$ cat src/rtl/pkd_div_cell.sv
// One restoring division step: shifts in one dividend bit and produces one quotient bit.
module pkd_div_cell #(
  parameter int unsigned DivW  = 21,
  parameter int unsigned Steps = 26
) (
  input  logic             clk_i,
  input  logic             rst_ni,
  input  logic             vld_i,
  input  logic [DivW-1:0]  rem_i,
  input  logic [Steps-1:0] low_i,
  input  logic [Steps-1:0] quo_i,
  input  logic [DivW-1:0]  div_i,
  output logic             vld_o,
  output logic [DivW-1:0]  rem_o,
  output logic [Steps-1:0] low_o,
  output logic [Steps-1:0] quo_o
);

  logic [DivW:0]   trial;
  logic [DivW:0]   diff;
  logic            take;
  logic [DivW-1:0] rem_d;

  // Bring down the next dividend bit and try to subtract the divisor.
  assign trial = {rem_i, low_i[Steps-1]};
  assign diff  = trial - {1'b0, div_i};
  assign take  = (trial >= {1'b0, div_i});
  assign rem_d = take ? diff[DivW-1:0] : trial[DivW-1:0];

  // Valid travels with the item along the chain.
  always_ff @(posedge clk_i or negedge rst_ni) begin
    if (!rst_ni) begin
      vld_o <= 1'b0;
    end else begin
      vld_o <= vld_i;
    end
  end

  // Partial remainder, remaining dividend bits and quotient so far.
  always_ff @(posedge clk_i) begin
    rem_o <= rem_d;
    low_o <= {low_i[Steps-2:0], 1'b0};
    quo_o <= {quo_i[Steps-2:0], take};
  end

endmodule

$ cat src/rtl/pkd_div_chain.sv
// Unsigned divider built as a row of restoring step cells, one quotient bit per cell.
module pkd_div_chain #(
  parameter int unsigned NumW  = 36,
  parameter int unsigned DivW  = 21,
  parameter int unsigned Steps = 26
) (
  input  logic             clk_i,
  input  logic             rst_ni,
  input  logic             start_i,
  input  logic [NumW-1:0]  dividend_i,
  input  logic [DivW-1:0]  divisor_i,
  output logic             done_o,
  output logic [Steps-1:0] quotient_o
);

  logic [DivW-1:0]  div_q;
  logic [DivW-1:0]  div_use;
  logic             vld_w [Steps+1];
  logic [DivW-1:0]  rem_w [Steps+1];
  logic [Steps-1:0] low_w [Steps+1];
  logic [Steps-1:0] quo_w [Steps+1];

  // Hold the divisor for the cells behind the first one.
  always_ff @(posedge clk_i) begin
    if (start_i) begin
      div_q <= divisor_i;
    end
  end

  assign div_use = start_i ? divisor_i : div_q;

  // The upper dividend bits form the starting remainder; the caller keeps them
  // below the divisor so the quotient fits in Steps bits.
  assign vld_w[0] = start_i;
  assign rem_w[0] = DivW'(dividend_i[NumW-1:Steps]);
  assign low_w[0] = dividend_i[Steps-1:0];
  assign quo_w[0] = '0;

  for (genvar g = 0; g < Steps; g++) begin : g_cell
    pkd_div_cell #(
      .DivW  (DivW),
      .Steps (Steps)
    ) u_cell (
      .clk_i  (clk_i),
      .rst_ni (rst_ni),
      .vld_i  (vld_w[g]),
      .rem_i  (rem_w[g]),
      .low_i  (low_w[g]),
      .quo_i  (quo_w[g]),
      .div_i  ((g == 0) ? div_use : div_q),
      .vld_o  (vld_w[g+1]),
      .rem_o  (rem_w[g+1]),
      .low_o  (low_w[g+1]),
      .quo_o  (quo_w[g+1])
    );
  end

  assign done_o     = vld_w[Steps];
  assign quotient_o = quo_w[Steps];

endmodule

$ cat config.mk
export PLATFORM = sky130hd
export DESIGN_NAME = pkd_div_chain
export DESIGN_NICKNAME = d
export VERILOG_FILES = /design/src/rtl/pkd_div_cell.sv /design/src/rtl/pkd_div_chain.sv
export SDC_FILE = /design/constraint.sdc
export NUM_CORES = 2
export LEC_CHECK = 0
export BUFFER_PORTS_ARGS = -buffer_cell sky130_fd_sc_hd__buf_2
export CORE_MARGIN = 10
export CORE_UTILIZATION = 50
export DETAILED_ROUTE_END_ITERATION = 8
export PLACE_DENSITY = 0.68
export SYNTH_ARGS = -nofsm -noshare
export SYNTH_HDL_FRONTEND = slang
export SYNTH_HIERARCHICAL = 1
export SYNTH_SLANG_ARGS = --single-unit
$ cat constraint.sdc
create_clock -name clk_i -period 3.3 [get_ports clk_i]
set_input_delay 0.66 -clock clk_i [delete_from_list [all_inputs] [get_ports clk_i]]
set_output_delay 0.66 -clock clk_i [all_outputs]
set_load 0.05 [all_outputs]
; ---- Yosys cells after proc, flatten, opt, wreduce, memory -nomap -nowiden
; Index checks and enable logic that the tools add are counted.
[classes]
addsub = 25
order_cmp = 26
n_mux = 26
[op_table]
columns = operator, n
row1 = $ge 22x21->1, 25
row2 = $mux 21, 25
row3 = $sub 21x21->21, 24
row4 = $ge 11x21->1, 1
row5 = $sub 11x21->21, 1
row6 = $mux 11, 1
[word_totals]
reg_bits = 1248
input_bits = 60
output_inout_bits = 27

; ---- Longest topological paths before layout
[logic_depth]
depth_word = 3
depth_mapped = 15
depth_no_buf = 11

; ---- Modules after synthesis
; The synthesis kept the hierarchy.
[modules_own_cells]
columns = module, n_inst, cells_per_inst, area_each_um2, seq_area_each_um2
row1 = pkd_div_cell at g_cell[13].u_cell ..., 17, 302, 2919.0, 1466.4
row2 = pkd_div_cell at g_cell[0].u_cell ..., 7, 302, 3151.8, 1466.4
row3 = pkd_div_cell at g_cell[12].u_cell ..., 2, 300, 2917.8, 1466.4
row4 = pkd_div_chain, 1, 45, 758.2, 420.4

; ---- Worst setup path before layout
; Ideal clock, no wire load.
[synth_path]
path_kind = flip-flop to flip-flop
startpoint = reg div_q[0]
endpoint = reg g_cell[0].u_cell.rem_o[10]
setup_ns = 0.121
t_arrival_ns = 3.161
t_required_ns = 3.179
setup_slack_ns = 0.017
path_stages_with_launch = 15
path_buffers = 3
cell_sequence = dfxtp_1 > mux2_4 > ha_1 > inv_1 > fa_1 > a21oi_1 > o211ai_2 > a21oi_2 > o21ba_2 > clkbuf_2 > o21a_4 > buf_12 > inv_6 > buf_12 > mux2_4
[synth_via]
elab_chain_len = 3
elab_cells_between_ends = 4
[synth_lines]
columns = item, line
row1 = from (decl), pkd_div_chain.sv:16  ; logic [DivW-1:0] div_q;
row2 = from (signal assigned), pkd_div_chain.sv:26  ; div_q <= divisor_i;
row3 = $mux 21, --
row4 = named net div_use[0], pkd_div_chain.sv:17  ; logic [DivW-1:0] div_use;
row5 = $ge 11x21->1, pkd_div_cell.sv:27  ; assign take = (trial >= {1'b0, div_i});
row6 = named net g_cell[0].u_cell.take, pkd_div_cell.sv:21  ; logic take;
row7 = $mux 11, pkd_div_cell.sv:28  ; assign rem_d = take ? diff[DivW-1:0] : trial[DivW-1:0];
row8 = named net g_cell[0].u_cell.rem_d[10], pkd_div_cell.sv:22  ; logic [DivW-1:0] rem_d;
row9 = to (signal assigned), pkd_div_cell.sv:41  ; rem_o <= rem_d;
row10 = to (decl), pkd_div_cell.sv:14  ; output logic [DivW-1:0] rem_o,
; The timed path passes the listed nets, and every way through them passes these cells.
; A chain may end at the register's enable or synchronous reset.

; ---- Final worst setup path
[layout_path]
startpoint = reg div_q[1]
endpoint = reg g_cell[17].u_cell.rem_o[13]
[layout_via]
elab_chain_len = 2
elab_cells_between_ends = 3
[layout_lines]
columns = item, line
row1 = $sub 21x21->21 or $ge 22x21->1 (tied branches), "pkd_div_cell.sv:26, pkd_div_cell.sv:27"
row2 = $mux 21 (*), pkd_div_cell.sv:28
row3 = named net g_cell[17].u_cell.rem_d[13], pkd_div_cell.sv:22
row4 = to (signal assigned), pkd_div_cell.sv:41
row5 = to (decl), pkd_div_cell.sv:14
; The timed path passes the listed nets; every way through them passes the cells marked *.

==> impl_metrics.json <==
{
  "crit_type": "flip-flop to flip-flop",
  "fin_skew_ps": 41.6,
  "grt_max_degree": 30,
  "io_buffers": 86,
  "fp.dieW_um": 377,
  "grt_use_total_pct": 23.0,
  "cp.depth": 11,
  "vias": 50800,
  "antenna_found_initial": 0,
  "grt_setup_unrepaired": "true",
  "gr-usage-met3_pct": 3.48,
  "cp_cell_sequence": "buf_12 -> buf_12 -> inv_1 -> ha_1 -> nor2b_1 -> o211ai_1 -> a211oi_1 -> o21ai_0 -> a21oi_1 -> mux2_2 -> o31ai_1",
  "period_minus_slack_ps": 3180,
  "r2r_slack_ps": 120,
  "wirelength_um": 168000,
  "finalMaxSlewViolations": 0,
  "clk_pin_slew_ps": 70,
  "gp_congestion": 0.933,
  "hold_viol": 0,
  "post_cts_buffers": 0,
  "critical-path-top-delay-family": "compound AO/OA/AOI/OAI gates",
  "synth_cells": 7024,
  "clock.fmax_ghz": 0.315,
  "worst_r2r_startpoint": "div_q[1]$_DFF_P_",
  "firstDrtPassIters": 6,
  "syn_to_final_growth_pct": 13.1,
  "core_area_sq_mm": 0.126,
  "io_pins": 87,
  "cts_buffer_depth": 3,
  "drive_above_1_share_pct": 12.0,
  "syn_area_sq_mm": 0.0637,
  "use_met2_pct": 38.0,
  "status": "finished, final reports clean",
  "slew_headroom_pct": 51.7,
  "yosysWarnings": 6,
  "crit_fanout": 11,
  "crit_top_cell": "buf_12",
  "min_period_over_period_pct": 96.3,
  "drt-vias-per-instance": 5.61,
  "holdCritPathClass": "input port to flip-flop",
  "cts_inserted_buffers": 133,
  "worstRegToRegCells": 11,
  "std_cell_rows": 130,
  "p_leak_nw": 32.6,
  "worst_slew_pin_slew_ps": 724,
  "grt_use_met1_pct": 30.2,
  "arrival_ps": 3820,
  "place_ws_ps": 32.6,
  "power.density_mw_per_mm2": 1220,
  "setup_viol": 0,
  "cpPeakStageDelay_ps": 460,
  "p_total_mw": 87.8,
  "r2r_end": "g_cell[17].u_cell/rem_o[13]$_DFF_P_",
  "grt-busiest-layer": "met2",
  "overflow": 0,
  "drv_cap": 0,
  "nets": 7951,
  "wl_per_cell_um": 18.6,
  "startpoint": "div_q[1]$_DFF_P_",
  "setup.worst_path.start_class": "flip-flop",
  "grt_pass1_vias": 48600,
  "initial_utilization_pct": 50.5,
  "cp_slowest_cell": "a211oi_1",
  "drtIter0Drc": 3301,
  "ir_drop_uv": 686,
  "synth.avg_cell_area_sq_um": 9.07,
  "route.detailed.drc": 0,
  "cts_tree": "done",
  "setup.worst_path.end_class": "flip-flop",
  "die_height_um": 377,
  "clk_latency_ps": 780,
  "hpwlAfterDp_um": 127000,
  "timing.final.ws_setup_ps": 123,
  "antenna_cells": 0,
  "crit_end": "g_cell[17].u_cell/rem_o[13]$_DFF_P_",
  "dieArea_sq_mm": 0.142,
  "ant_nets": 0,
  "worstPathRequired_ps": 3950,
  "cp.buffers_inverters": 3,
  "cts.sinks": 1248,
  "htreeDepth": 4,
  "grt_pass1_wl_um": 263000,
  "cts_root_buffer": "clkbuf_16"
}
cell usage in the layout, fill, tap and decap left out, drive strengths merged, types with 25 or more instances in the layout:
cell type	count
a2111o	33
a211oi	32
a21o	171
a21oi	648
a311oi	27
a31oi	89
and2	43
and3	46
buf	353
clkbuf	177
dfrtp	26
dfxtp	1222
dlygate4sd3	26
fa	26
ha	546
inv	755
mux2	171
nand2	702
nand3	132
nand4	117
nor2	163
nor2b	65
nor3	61
o2111ai	25
o211ai	132
o21a	101
o21ai	612
o21bai	71
o31ai	106
or2	35
xnor2	245
xor2	125
metal layers:
metal  wire (um)  up-vias
met5           0        -
met4        6150        0
met3        8180      338
met2       77000     1324
met1       77000    23800
li1            -    25400
what timing repair did:
item | CTS | global route
endpoints found under the hold margin | 51 | 0
endpoints found under the setup margin | 0 | 11
gates resized for setup | 0 | 5
hold buffers | 26 | 0
through the flow:
step                      hold WS [ps]  TNS (ps)  cells  instance area [sq um]  utilization, %
after floorplan                    310         0   7044                  63800               -
after global placement             310         0   8808                  67400            53.4
after detailed placement           312         0   8808                  67400            53.4
after CTS                         70.1         0   9064                  72000            57.1
after global routing               106     -8.69   9064                  72100            57.2
final                              122         0   9064                  72100            57.2
how the worst min path moves through the flow:
stage / start / to / slack [ps] / depth (start not counted)
detailed placement: g_cell[9].u_cell/low_o[14]$_DFF_P_ / g_cell[10].u_cell/low_o[15]$_DFF_P_ / 310 / 0
finish: divisor_i[11] / div_q[11]$_DFF_P_ / 120 / 2
CTS: divisor_i[11] / div_q[11]$_DFF_P_ / 70 / 2
floorplan: g_cell[9].u_cell/low_o[10]$_DFF_P_ / g_cell[10].u_cell/low_o[11]$_DFF_P_ / 310 / 0
global route: divisor_i[11] / div_q[11]$_DFF_P_ / 110 / 2
global placement: g_cell[11].u_cell/low_o[12]$_DFF_P_ / g_cell[12].u_cell/low_o[13]$_DFF_P_ / 310 / 0
registers in the layout, indices dropped and copies added, names as in the netlist:
register	count
g_cell.u_cell/vld_o	26
div_q	21
g_cell.u_cell/low_o	325
g_cell.u_cell/rem_o	525
g_cell.u_cell/quo_o	351
where the power goes:
group,internal [mW],leakage (nW),switching [mW],total [mW]
Combinational,20.5,19.9,27.6,48.1
Sequential,21.3,10.6,3.45,24.8
Clock,8.89,2.14,6.07,15.0
Total,50.7,32.6,37.1,87.8
cell type report:
| type | count | area [sq um] |
|---|---|---|
| clock buffer | 177 | 3760 |
| fill | 11100 | 54000 |
| inverter | 745 | 2830 |
| clock inverter | 53 | 647 |
| timing repair buffer | 379 | 3180 |
| multi-input combinational | 4812 | 34400 |
| sequential | 1248 | 25100 |
| tap | 1650 | 2060 |
worst register-to-register path, stage by stage, from the launching register on:
cell	delay (ps)
dfxtp_2	340
buf_12	190
buf_12	180
inv_1	80
ha_1	290
nor2b_1	200
o211ai_1	190
a211oi_1	460
o21ai_0	210
a21oi_1	210
mux2_2	350
o31ai_1	330
(Power assumes the default switching activity.)
